<file path="src/design/pst_pkg.sv">
// ----------------------------------------------------------------------------
// pst_pkg
// Types and codes shared by the pending session table and its scan engine.
// ----------------------------------------------------------------------------
package pst_pkg;

  // Request kinds; the two spare codes fall to a default arm
  typedef enum logic [2:0] {
    KIND_INSERT  = 3'd0,
    KIND_LOOKUP  = 3'd1,
    KIND_LOOKREM = 3'd2,
    KIND_TICK    = 3'd3,
    KIND_DELSLOT = 3'd4,
    KIND_DELKEY  = 3'd5
  } kind_e;

  // Result status codes
  localparam logic [1:0] STATUS_OK        = 2'd0;
  localparam logic [1:0] STATUS_FULL      = 2'd1;
  localparam logic [1:0] STATUS_NOT_FOUND = 2'd2;

  localparam logic [7:0] TIMEOUT_RESET = 8'd30;

  // One accepted request
  typedef struct packed {
    logic [2:0]  kind;
    logic [63:0] key;
    logic [7:0]  msg_type;
    logic [1:0]  notify_kind;
    logic        sync_mode;
    logic [3:0]  slot;
  } req_t;

  // One result
  typedef struct packed {
    logic [1:0] status;
    logic [3:0] hit_slot;
    logic [7:0] found_msg_type;
    logic [1:0] found_notify_kind;
    logic       found_sync_mode;
    logic [4:0] expired_count;
  } res_t;

  // Stored table entry, excluding its valid bit
  typedef struct packed {
    logic [63:0] key;
    logic [7:0]  msg_type;
    logic [1:0]  notify_kind;
    logic        sync_mode;
    logic [7:0]  countdown;
  } entry_t;

  localparam int unsigned ENTRY_W = $bits(entry_t);

endpackage

</file>
<file path="src/design/pending_session_table_with_aging.sv">
// Delete by slot and spare kinds are answered without a slot scan; insert,
//   lookup, remove and tick run the slot scan, which sets how long they take.
// Throughput: one request at a time; the next is taken in the cycle the previous
//   result is strobed, so delete by slot and spare kinds can run back to back.
// Results are strobed for one cycle on done_o; the receiver cannot stall.
// Reset clears all valid bits at once and loads timeout_q with 30.
// ----------------------------------------------------------------------------
// pending_session_table_with_aging
// Table of outstanding sessions keyed by a 64-bit id, with countdown aging.
// ----------------------------------------------------------------------------
module pending_session_table_with_aging #(
  parameter int unsigned SLOTS = 16
) (
  input  logic        clk_i,
  input  logic        rst_ni,
  input  logic        start,
  output logic        busy,
  input  logic [2:0]  kind_i,
  input  logic [63:0] key_i,
  input  logic [7:0]  msg_type_i,
  input  logic [1:0]  notify_kind_i,
  input  logic        sync_mode_i,
  input  logic [3:0]  slot_i,
  input  logic        cfg_we_i,
  input  logic [7:0]  cfg_wdata_i,
  output logic        done_o,
  output logic [1:0]  status_o,
  output logic [3:0]  hit_slot_o,
  output logic [7:0]  found_msg_type_o,
  output logic [1:0]  found_notify_kind_o,
  output logic        found_sync_mode_o,
  output logic [4:0]  expired_count_o
);
  import pst_pkg::*;

  logic [7:0] timeout_q;
  logic       done_q;
  res_t       res_q;
  req_t       req;
  logic       scan_busy;
  logic       res_vld;
  res_t       res;

  assign req.kind        = kind_i;
  assign req.key         = key_i;
  assign req.msg_type    = msg_type_i;
  assign req.notify_kind = notify_kind_i;
  assign req.sync_mode   = sync_mode_i;
  assign req.slot        = slot_i;

  pst_scan #(
    .SLOTS (SLOTS)
  ) u_scan (
    .clk_i     (clk_i),
    .rst_ni    (rst_ni),
    .start_i   (start),
    .req_i     (req),
    .timeout_i (timeout_q),
    .busy_o    (scan_busy),
    .res_vld_o (res_vld),
    .res_o     (res)
  );

  // Hold the timeout register and the result strobe
  always_ff @(posedge clk_i or negedge rst_ni) begin
    if (!rst_ni) begin
      timeout_q <= TIMEOUT_RESET;
      done_q    <= 1'b0;
    end else begin
      if (cfg_we_i) begin
        timeout_q <= cfg_wdata_i;
      end
      done_q <= res_vld;
    end
  end

  // Register the result fields
  always_ff @(posedge clk_i) begin
    if (res_vld) begin
      res_q <= res;
    end
  end

  assign busy                = scan_busy;
  assign done_o              = done_q;
  assign status_o            = res_q.status;
  assign hit_slot_o          = res_q.hit_slot;
  assign found_msg_type_o    = res_q.found_msg_type;
  assign found_notify_kind_o = res_q.found_notify_kind;
  assign found_sync_mode_o   = res_q.found_sync_mode;
  assign expired_count_o     = res_q.expired_count;

endmodule

</file>
<file path="src/design/pst_ram.sv">
// ----------------------------------------------------------------------------
// pst_ram
// Generic simple dual-port RAM: one write port, one read port with the read
// data registered.
// ----------------------------------------------------------------------------
module pst_ram #(
  parameter int unsigned WIDTH = 8,
  parameter int unsigned DEPTH = 16,
  parameter int unsigned AW    = (DEPTH > 1) ? $clog2(DEPTH) : 1
) (
  input  logic             clk_i,
  input  logic             we_i,
  input  logic [AW-1:0]    waddr_i,
  input  logic [WIDTH-1:0] wdata_i,
  input  logic             re_i,
  input  logic [AW-1:0]    raddr_i,
  output logic [WIDTH-1:0] rdata_o
);

  logic [WIDTH-1:0] mem_q [DEPTH];

  // Write, and register the read word
  always_ff @(posedge clk_i) begin
    if (we_i) begin
      mem_q[waddr_i] <= wdata_i;
    end
    if (re_i) begin
      rdata_o <= mem_q[raddr_i];
    end
  end

endmodule

</file>
<file path="src/design/pst_scan.sv">
// ----------------------------------------------------------------------------
// pst_scan
// Scan engine: valid bits in flops, entries in a RAM, one slot a cycle with
// the read of the next slot overlapping the update of the current one (insert checks only the valid bits).
// ----------------------------------------------------------------------------
module pst_scan #(
  parameter int unsigned SLOTS = 16
) (
  input  logic          clk_i,
  input  logic          rst_ni,
  input  logic          start_i,
  input  pst_pkg::req_t req_i,
  input  logic [7:0]    timeout_i,
  output logic          busy_o,
  output logic          res_vld_o,
  output pst_pkg::res_t res_o
);
  import pst_pkg::*;

  localparam int unsigned IDX_W = (SLOTS > 1) ? $clog2(SLOTS) : 1;
  localparam int unsigned CNT_W = $clog2(SLOTS + 1);
  localparam logic [IDX_W-1:0] LAST = IDX_W'(SLOTS - 1);

  typedef enum logic {
    ST_IDLE,
    ST_SCAN
  } state_e;

  state_e           state_q, state_d;
  req_t             req_q, req_d;
  logic [SLOTS-1:0] valid_q, valid_d;
  logic [IDX_W-1:0] idx_q, idx_d;
  logic [IDX_W-1:0] ev_idx_q, ev_idx_d;
  logic             ev_vld_q, ev_vld_d;
  logic             rd_more_q, rd_more_d;
  logic [CNT_W-1:0] exp_q, exp_d;

  logic             mem_we;
  logic [IDX_W-1:0] mem_waddr;
  entry_t           mem_wdata;
  logic             mem_re;
  logic [ENTRY_W-1:0] mem_rdata;
  entry_t           rd_entry;

  logic [8:0]       slot_w;
  logic [IDX_W-1:0] slot_idx;
  logic             slot_ok;
  logic             hit;

  assign rd_entry = entry_t'(mem_rdata);
  assign slot_w   = 9'(req_i.slot);
  assign slot_idx = slot_w[IDX_W-1:0];
  assign slot_ok  = 32'(req_i.slot) < 32'(SLOTS);
  assign hit      = valid_q[ev_idx_q] && (rd_entry.key == req_q.key);
  assign busy_o   = (state_q != ST_IDLE);

  pst_ram #(
    .WIDTH (ENTRY_W),
    .DEPTH (SLOTS),
    .AW    (IDX_W)
  ) u_ram (
    .clk_i   (clk_i),
    .we_i    (mem_we),
    .waddr_i (mem_waddr),
    .wdata_i (mem_wdata),
    .re_i    (mem_re),
    .raddr_i (idx_q),
    .rdata_o (mem_rdata)
  );

  // Sequence one request over the slots
  always_comb begin
    state_d   = state_q;
    req_d     = req_q;
    valid_d   = valid_q;
    idx_d     = idx_q;
    ev_idx_d  = ev_idx_q;
    ev_vld_d  = 1'b0;
    rd_more_d = rd_more_q;
    exp_d     = exp_q;
    mem_we    = 1'b0;
    mem_waddr = ev_idx_q;
    mem_wdata = rd_entry;
    mem_re    = 1'b0;
    res_vld_o = 1'b0;
    res_o     = '0;

    unique case (state_q)
      ST_IDLE: begin
        if (start_i) begin
          req_d     = req_i;
          idx_d     = '0;
          rd_more_d = 1'b1;
          exp_d     = '0;
          case (kind_e'(req_i.kind))
            KIND_DELSLOT: begin
              res_vld_o      = 1'b1;
              res_o.hit_slot = req_i.slot;
              if (slot_ok) begin
                valid_d[slot_idx] = 1'b0;
              end
            end
            KIND_INSERT, KIND_LOOKUP, KIND_LOOKREM, KIND_TICK, KIND_DELKEY: begin
              state_d = ST_SCAN;
            end
            default: begin
              res_vld_o = 1'b1;
            end
          endcase
        end
      end

      ST_SCAN: begin
        if (kind_e'(req_q.kind) == KIND_INSERT) begin
          // Take the lowest free slot
          if (!valid_q[idx_q]) begin
            mem_we                = 1'b1;
            mem_waddr             = idx_q;
            mem_wdata.key         = req_q.key;
            mem_wdata.msg_type    = req_q.msg_type;
            mem_wdata.notify_kind = req_q.notify_kind;
            mem_wdata.sync_mode   = req_q.sync_mode;
            mem_wdata.countdown   = timeout_i;
            valid_d[idx_q]        = 1'b1;
            res_vld_o             = 1'b1;
            res_o.hit_slot        = 4'(idx_q);
            state_d               = ST_IDLE;
          end else if (idx_q == LAST) begin
            res_vld_o    = 1'b1;
            res_o.status = STATUS_FULL;
            state_d      = ST_IDLE;
          end else begin
            idx_d = idx_q + 1'b1;
          end
        end else begin
          // Issue the read of the next slot
          if (rd_more_q) begin
            mem_re   = 1'b1;
            ev_vld_d = 1'b1;
            ev_idx_d = idx_q;
            if (idx_q == LAST) begin
              rd_more_d = 1'b0;
            end else begin
              idx_d = idx_q + 1'b1;
            end
          end
          // Evaluate the slot read last cycle
          if (ev_vld_q) begin
            if (kind_e'(req_q.kind) == KIND_TICK) begin
              if (valid_q[ev_idx_q]) begin
                if (rd_entry.countdown == 8'd0) begin
                  valid_d[ev_idx_q] = 1'b0;
                  exp_d             = exp_q + 1'b1;
                end else begin
                  mem_we              = 1'b1;
                  mem_wdata.countdown = rd_entry.countdown - 8'd1;
                end
              end
              if (ev_idx_q == LAST) begin
                res_vld_o           = 1'b1;
                res_o.expired_count = 5'(exp_d);
                state_d             = ST_IDLE;
              end
            end else if (hit) begin
              res_vld_o      = 1'b1;
              res_o.hit_slot = 4'(ev_idx_q);
              if (kind_e'(req_q.kind) != KIND_DELKEY) begin
                res_o.found_msg_type    = rd_entry.msg_type;
                res_o.found_notify_kind = rd_entry.notify_kind;
                res_o.found_sync_mode   = rd_entry.sync_mode;
              end
              if (kind_e'(req_q.kind) != KIND_LOOKUP) begin
                valid_d[ev_idx_q] = 1'b0;
              end
              state_d = ST_IDLE;
            end else if (ev_idx_q == LAST) begin
              res_vld_o = 1'b1;
              if (kind_e'(req_q.kind) != KIND_DELKEY) begin
                res_o.status = STATUS_NOT_FOUND;
              end
              state_d = ST_IDLE;
            end
          end
        end
      end

      default: begin
        state_d = ST_IDLE;
      end
    endcase
  end

  // Hold state, valid bits and scan pointers
  always_ff @(posedge clk_i or negedge rst_ni) begin
    if (!rst_ni) begin
      state_q   <= ST_IDLE;
      valid_q   <= '0;
      idx_q     <= '0;
      ev_idx_q  <= '0;
      ev_vld_q  <= 1'b0;
      rd_more_q <= 1'b0;
      exp_q     <= '0;
    end else begin
      state_q   <= state_d;
      valid_q   <= valid_d;
      idx_q     <= idx_d;
      ev_idx_q  <= ev_idx_d;
      ev_vld_q  <= ev_vld_d;
      rd_more_q <= rd_more_d;
      exp_q     <= exp_d;
    end
  end

  // Request payload needs no reset
  always_ff @(posedge clk_i) begin
    req_q <= req_d;
  end

endmodule
</file>
<file path="config.mk">
export PLATFORM = sky130hd
export DESIGN_NAME = pending_session_table_with_aging
export DESIGN_NICKNAME = d
export VERILOG_FILES = /design/src/design/pst_pkg.sv /design/src/design/pending_session_table_with_aging.sv /design/src/design/pst_ram.sv /design/src/design/pst_scan.sv
export SDC_FILE = /design/constraint.sdc
export NUM_CORES = 2
export LEC_CHECK = 0
export BUFFER_PORTS_ARGS = -buffer_cell sky130_fd_sc_hd__buf_2
export CAP_MARGIN = 0
export CELL_PAD_IN_SITES_DETAIL_PLACEMENT = 1
export CELL_PAD_IN_SITES_GLOBAL_PLACEMENT = 2
export CORE_ASPECT_RATIO = 0.5
export CORE_MARGIN = 2
export CORE_UTILIZATION = 35
export CTS_CLUSTER_SIZE = 14
export DETAILED_ROUTE_END_ITERATION = 12
export GPL_ROUTABILITY_DRIVEN = 0
export PLACE_DENSITY_LB_ADDON = 0.3
export SLEW_MARGIN = 20
export SYNTH_ARGS = -nofsm -noshare
export SYNTH_HDL_FRONTEND = slang
export SYNTH_SLANG_ARGS = --single-unit
</file>
<file path="constraint.sdc">
create_clock -name clk_i -period 15.95 [get_ports clk_i]
set_input_delay 0.7975 -clock clk_i [delete_from_list [all_inputs] [get_ports clk_i]]
set_output_delay 0.7975 -clock clk_i [all_outputs]
set_load 0.005 [all_outputs]
</file>
# Word level (Yosys, flattened, before mapping)
# Memories as Yosys holds them, arrays and structs flattened. A register that Yosys moved wholly into a read port is not among the register bits.
# Cells that the tools add are included.
# word_totals
mem_bits_rw	1328
n_memories	1
regBits	141
# classes
n_eq_ne	24
order_cmp	6
n_reduce_logical	16
n_bitwise	12
n_mux	97
addsub	3
# memory_table
name	depth	width	read_ports	rd_clocked_by_memory_dff	write_ports	line_no	rtl
u_scan.u_ram.mem_q	16	83	1	1	1	pst_ram.sv:20	logic [WIDTH-1:0] mem_q [DEPTH];
# op_table
operator	n
2-to-1 mux 83 bit	2
2-to-1 mux 16 bit	10
2-to-1 mux 75 bit	1
== test 64 bit	1
2-to-1 mux 4 bit	11
2-to-1 mux 5 bit	8
2-to-1 mux 8 bit	5
2-to-1 mux 1 bit	39
bitwise AND 16 bit	2
NOT 16 bit	2
one-hot mux 16 bit (2 select lines)	1
2-to-1 mux 22 bit	1
2-to-1 mux 17 bit	1
!= test 4 bit (second input constant)	4
OR 16 bit	1
one-hot mux 4 bit (2 select lines)	2
< comparator 4 x 5 -> 1 bit (second input constant)	3
2-to-1 mux 15 bit	1
!= test 3 bit (second input constant)	5
demux 1 bit (select 4 bit)	3
>= comparator 4 x 1 -> 1 bit (second input constant)	3
2-to-1 mux 11 bit	1
!= test 2 bit (second input constant)	5
one-hot mux 5 bit (2 select lines)	1
other kinds (22)	45

# Depth between registers and ports, before layout
# logic_depth
ltp_word	12
ltp_mapped	11
ltp_nobuf	9

# By module
# A second synthesis with hierarchy kept.
# hier_totals
hier_cells	2777
area_unflattened_um2	60336.6
# modules_own_cells
module	cells_each	area_each_um2	seq_area_each_um2	n_inst
pst_ram	2129	52137.5	42370.6	1
pst_scan	608	7176.9	3143.0	1
pending_session_table_with_aging	40	1022.2	890.9	1

# Least setup slack after synthesis
# Ideal clock, no wire load.
# synth_timing
path_kind	reg-to-reg
from	reg u_scan.idx_q[1]
to	mem u_scan.u_ram.mem_q[0][0] (netlist name) (enable)
n_path_buf	3
slack_ns	9.576
setup_time_ns	0.525
synth_period_minus_slack_ns	6.374
t_arrival_ns	5.849
stages_incl_launch_ff	10
cell_sequence	dfrtp_1 > buf_2 > mux4_2 > mux4_2 > nor2_2 > buf_2 > buf_2 > nand2_1 > o31a_1 > nor2_1
# synth_between
elab_chain_cells	7
# synth_rtl
element	line_no	rtl
from (decl)	pst_scan.sv:32	logic [IDX_W-1:0] idx_q, idx_d;
from (signal assigned)	pst_scan.sv:206	idx_q <= idx_d;
binary-select mux 1 bit (select 4 bit)	pst_scan.sv:116	if (!valid_q[idx_q]) begin
2-to-1 mux 1 bit (not written as such)	pst_scan.sv:116	
2-to-1 mux 1 bit	pst_scan.sv:116	
2-to-1 mux 1 bit	pst_scan.sv:114	if (kind_e'(req_q.kind) == KIND_INSERT) begin
2-to-1 mux 1 bit	pst_scan.sv:88	unique case (state_q)
2-to-1 mux 1 bit	pst_ram.sv:24	if (we_i) begin
2-to-1 mux 1 bit (not written as such)	pst_ram.sv:25	mem_q[waddr_i] <= wdata_i;
to (decl)	pst_ram.sv:20	
# Parallel ways exist; a longest one is shown, timed or not. The select of a mux whose other input is x is not followed.

# Worst setup path after layout
# layout_timing
from	reg u_scan.idx_q[1]
to	mem u_scan.u_ram.mem_q[2][44] (netlist name) (enable)
# Same word-level chain as after synthesis.

==> flow_metrics.tcl <==
set metrics [dict create \
    arrival_ns 6.89 \
    pin_count 118 \
    insertion_delay_ns 0.80 \
    p_int_mw 7.77 \
    drive_above_1_share_pct 31.5 \
    dp_cells 4944 \
    fin_area_um2 68400 \
    worstSetupStartpoint "u_scan.idx_q[1]$_DFFE_PN0P_" \
    cts_buffer_depth 4 \
    cts_setup_buffers 0 \
    cp.required_ns 16.35 \
    finClkSkew_ns 0.0776 \
    ctsHoldBuffers 0 \
    wirelength_um 154000 \
    fp.dieArea_um2 175000 \
    avgRoutedWirePerCell_um 29.6 \
    r2r_start "u_scan.idx_q[1]$_DFFE_PN0P_" \
    period_needed_ns 6.49 \
    crit_chain "mux4_2 -> mux4_2 -> nor2_4 -> buf_4 -> nand2_1 -> o31a_1 -> nor2_4 -> buf_4 -> buf_4" \
    drt-vias-per-instance 5.39 \
    crit_fanout 53 \
    finalCritPeriodShare_pct 40.7 \
    cts_resized 0 \
    p_clk_share_pct 32.6 \
    crit_top_cell "buf_4" \
    detail-route-antenna-nets 0 \
    ys_seq_area_share_pct 77.1 \
    dpl_worst_slack_ns 9.30 \
    p_sw_mw 2.78 \
    p_comb_share_pct 20.9 \
    synth_area_leaders "edfxtp_1 (75%), mux4_2 (16%), mux2_2 (1.7%)" \
    synth_largest_area_cell "edfxtp_1" \
    overflow 0 \
    cp_slowest_cell "dfrtp_4" \
    antennaDiodeCount 0 \
    outcome "finished clean" \
    synth_area_um2 60200 \
    ir_worst_vdd_v 0.000130 \
    place_area_um2 63800 \
    initial_core_util_pct 35.3 \
    drc 0 \
    dr.pass1.iters 5 \
    dieHeight_um 297 \
    grt_pass1_wl_um 223000 \
    crit_path_end "u_scan.u_ram.mem_q[2][44]$_DFFE_PP_" \
    yosysUniqueCellTypes 59 \
    synthArstFlopShare_pct 2.64 \
    worst_slack_ns 9.46 \
    rsz0062_at_grt "false" \
    maxCapViolCount 0 \
    max_stage_delay_ns 0.99 \
    nNetsFinal 2911 \
    startpoint_type "register" \
    crit_family "buffers and inverters" \
    io_buffers 117 \
    syn_area_per_cell_um2 23.1 \
    root_buffer "clkbuf_16" \
    drtIter0Drc 2799 \
    area_growth_pct 13.7 \
    ys_ff_latch 1552 \
    swShare_pct 26.4 \
    path_class "register to register" \
    design.core.area_um2 171000 \
    synth_nets 2701 \
    yosysWarnings 0 \
    synth_ff_type "edfxtp_1" \
    finalHoldViolations 0 \
    die_w_um 590 \
    whs_ns 0.129 \
    grt_max_degree 132 \
    synth_edf_count 1511 \
    layout.cells.non_filler 5201 \
    grt_util_all_layers_pct 17.6 \
    clk_pin_slew_worst_paths_ns 0.06 \
    worst-path-stages 9 \
    grt_antenna_before_repair 2 \
    r2r-end "u_scan.u_ram.mem_q[2][44]$_DFFE_PP_" \
    reg2regPathDepth 9 \
    cts_buffers 153 \
    hp-class "input pin to async pin" \
    vias 28008 \
    maxSlewViolCount 0 \
    grt_pass1_vias 29878 \
    synth_top_area_share_pct 75.4 \
    leakagePower_nw 21.1 \
    synth_cells 2601 \
    num_rows 107 \
    relSlewSlack_pct 22.9 \
    cts_tree "built" \
    timing.reg2reg.setup_slack_ns 9.46 \
    hpwl_um 82700 \
    cts_max_level 4 \
    critPathBufInv 3 \
    power.density_nw_per_um2 154 \
    power_frac_seq_pct 46.5 \
    tightest_slew_ns 1.15 \
    cts_sinks 1552 \
    setup_tns_ns 0 \
    fmax_ghz 0.154 \
    crit_path_end_kind "register" \
    setup_viol 0 \
]
## per-layer routing
layer  vias to the layer above  global-route usage, %  wire (µm)
li1                      11487                      -          -
met1                     15619                   26.8      72600
met2                       717                   26.9      71500
met3                       183                   2.52       7440
met4                         2                   3.36       2410
met5                         -                      0         16
## placed cells by master (no fill, tap or decap), types with 5 or more instances in the layout
cell type,instances
edfxtp_1,1511
mux4_2,420
clkbuf_16,156
buf_2,117
mux2_2,91
xor2_1,72
nand2_1,62
buf_4,49
clkinv_1,41
dfrtp_1,33
nor4_1,32
clkbuf_1,29
nor2_1,26
nor2_4,17
o21ai_0,16
o221ai_1,16
clkinv_2,16
a21oi_1,13
nand4_1,13
nand3_1,13
and2_1,12
inv_1,10
mux2i_1,10
mux2_4,9
bufinv_16,9
a22oi_1,7
or3_1,7
a31oi_1,7
nor3_1,6
a21o_1,6
o31ai_1,6
ha_1,6
buf_12,6
nor2b_1,5
a22o_1,5
o31a_1,5
## power groups by stage
stage | sequential (mW) | clock [mW] | combinational, mW
after global routing | 4.92 | 3.67 | 2.37
after floorplan | 4.85 | 0 | 1.72
after CTS | 4.91 | 3.53 | 2.25
after global placement | 4.99 | 0 | 2.20
final | 4.90 | 3.44 | 2.21
after detailed placement | 4.99 | 0 | 2.24
## through the flow
step	utilization [%]	power, mW
final	40.1	10.5
after detailed placement	37.4	7.23
after CTS	40.1	10.7
after global routing	40.1	11.0
after global placement	37.4	7.19
after floorplan	-	6.57
## cell families (layout without fill, tap and decap cells)
family / count (synthesis) / after routing / synth area share [%]
flops: 1552 / 1552 / 77.1
buf+inv: 132 / 443 / 0.909
fa+ha+maj: 6 / 6 / 0.125
xor+xnor: 74 / 74 / 1.08
simple gates: 212 / 212 / 1.81
mux: 530 / 530 / 17.8
compound gates: 95 / 95 / 1.15
## worst min path at each step
stage                                 from                        endpoint  cells after the start
2_1_floorplan     timeout_q[7]$_DFFE_PN0P_        timeout_q[7]$_DFFE_PN0P_                      1
3_3_place_gp   u_scan.exp_q[4]$_DFFE_PN0P_     u_scan.exp_q[4]$_DFFE_PN0P_                      2
3_5_place_dp   u_scan.exp_q[4]$_DFFE_PN0P_     u_scan.exp_q[4]$_DFFE_PN0P_                      2
4_1_cts                             rst_ni  u_scan.ev_idx_q[3]$_DFFE_PN0P_                      2
5_1_grt                           key_i[4]      u_scan.req_q[19]$_DFFE_PP_                      1
6_report                            rst_ni  u_scan.ev_idx_q[3]$_DFFE_PN0P_                      2
## state kept, by name (all words and copies together) (netlist names)
name and cells:
u_scan.u_ram.mem_q 1328, u_scan.busy_o 1, found_sync_mode_o 1, hit_slot_o 4
u_scan.req_q 78, u_scan.idx_q 4, found_notify_kind_o 2, u_scan.rd_more_q 1
found_msg_type_o 8, u_scan.valid_q 16, u_scan.exp_q 5, status_o 2
u_scan.ev_vld_q 1, expired_count_o 5, u_scan.u_ram.rdata_o 83, done_o 1
u_scan.ev_idx_q 4, timeout_q 8
## cell type report
type	instances	area, µm²
well taps	2289	2860
multi-input cells	917	13400
inverters	13	53.8
flip-flops and latches	1552	46400
clock inverters	70	549
fillers	15980	102000
repair buffers	174	1110
clock buffers	186	4030
## Yosys cell counts (2+ instances only)
cell,n
ha_1,6
nand4_1,13
o31a_1,5
mux2_4,9
inv_1,12
mux2i_1,10
buf_1,40
nand3_1,13
nand2_1,62
nor3_1,6
o21bai_1,2
xnor2_1,2
or2_2,2
clkbuf_1,62
nor2b_1,5
a22o_1,5
and2_1,12
nor4_1,33
edfxtp_1,1511
a21o_1,6
nand2b_1,4
o221ai_1,16
buf_6,2
nor2_1,42
nor3b_1,2
dfstp_2,4
mux4_2,420
a221o_1,2
mux2_2,91
a22oi_1,7
a31oi_1,7
nand3b_1,3
o31ai_1,6
xor2_1,72
or3_1,7
o21ai_0,17
dfrtp_1,37
buf_2,13
a21oi_1,13
Note: power is estimated with default switching activity, not from simulation.
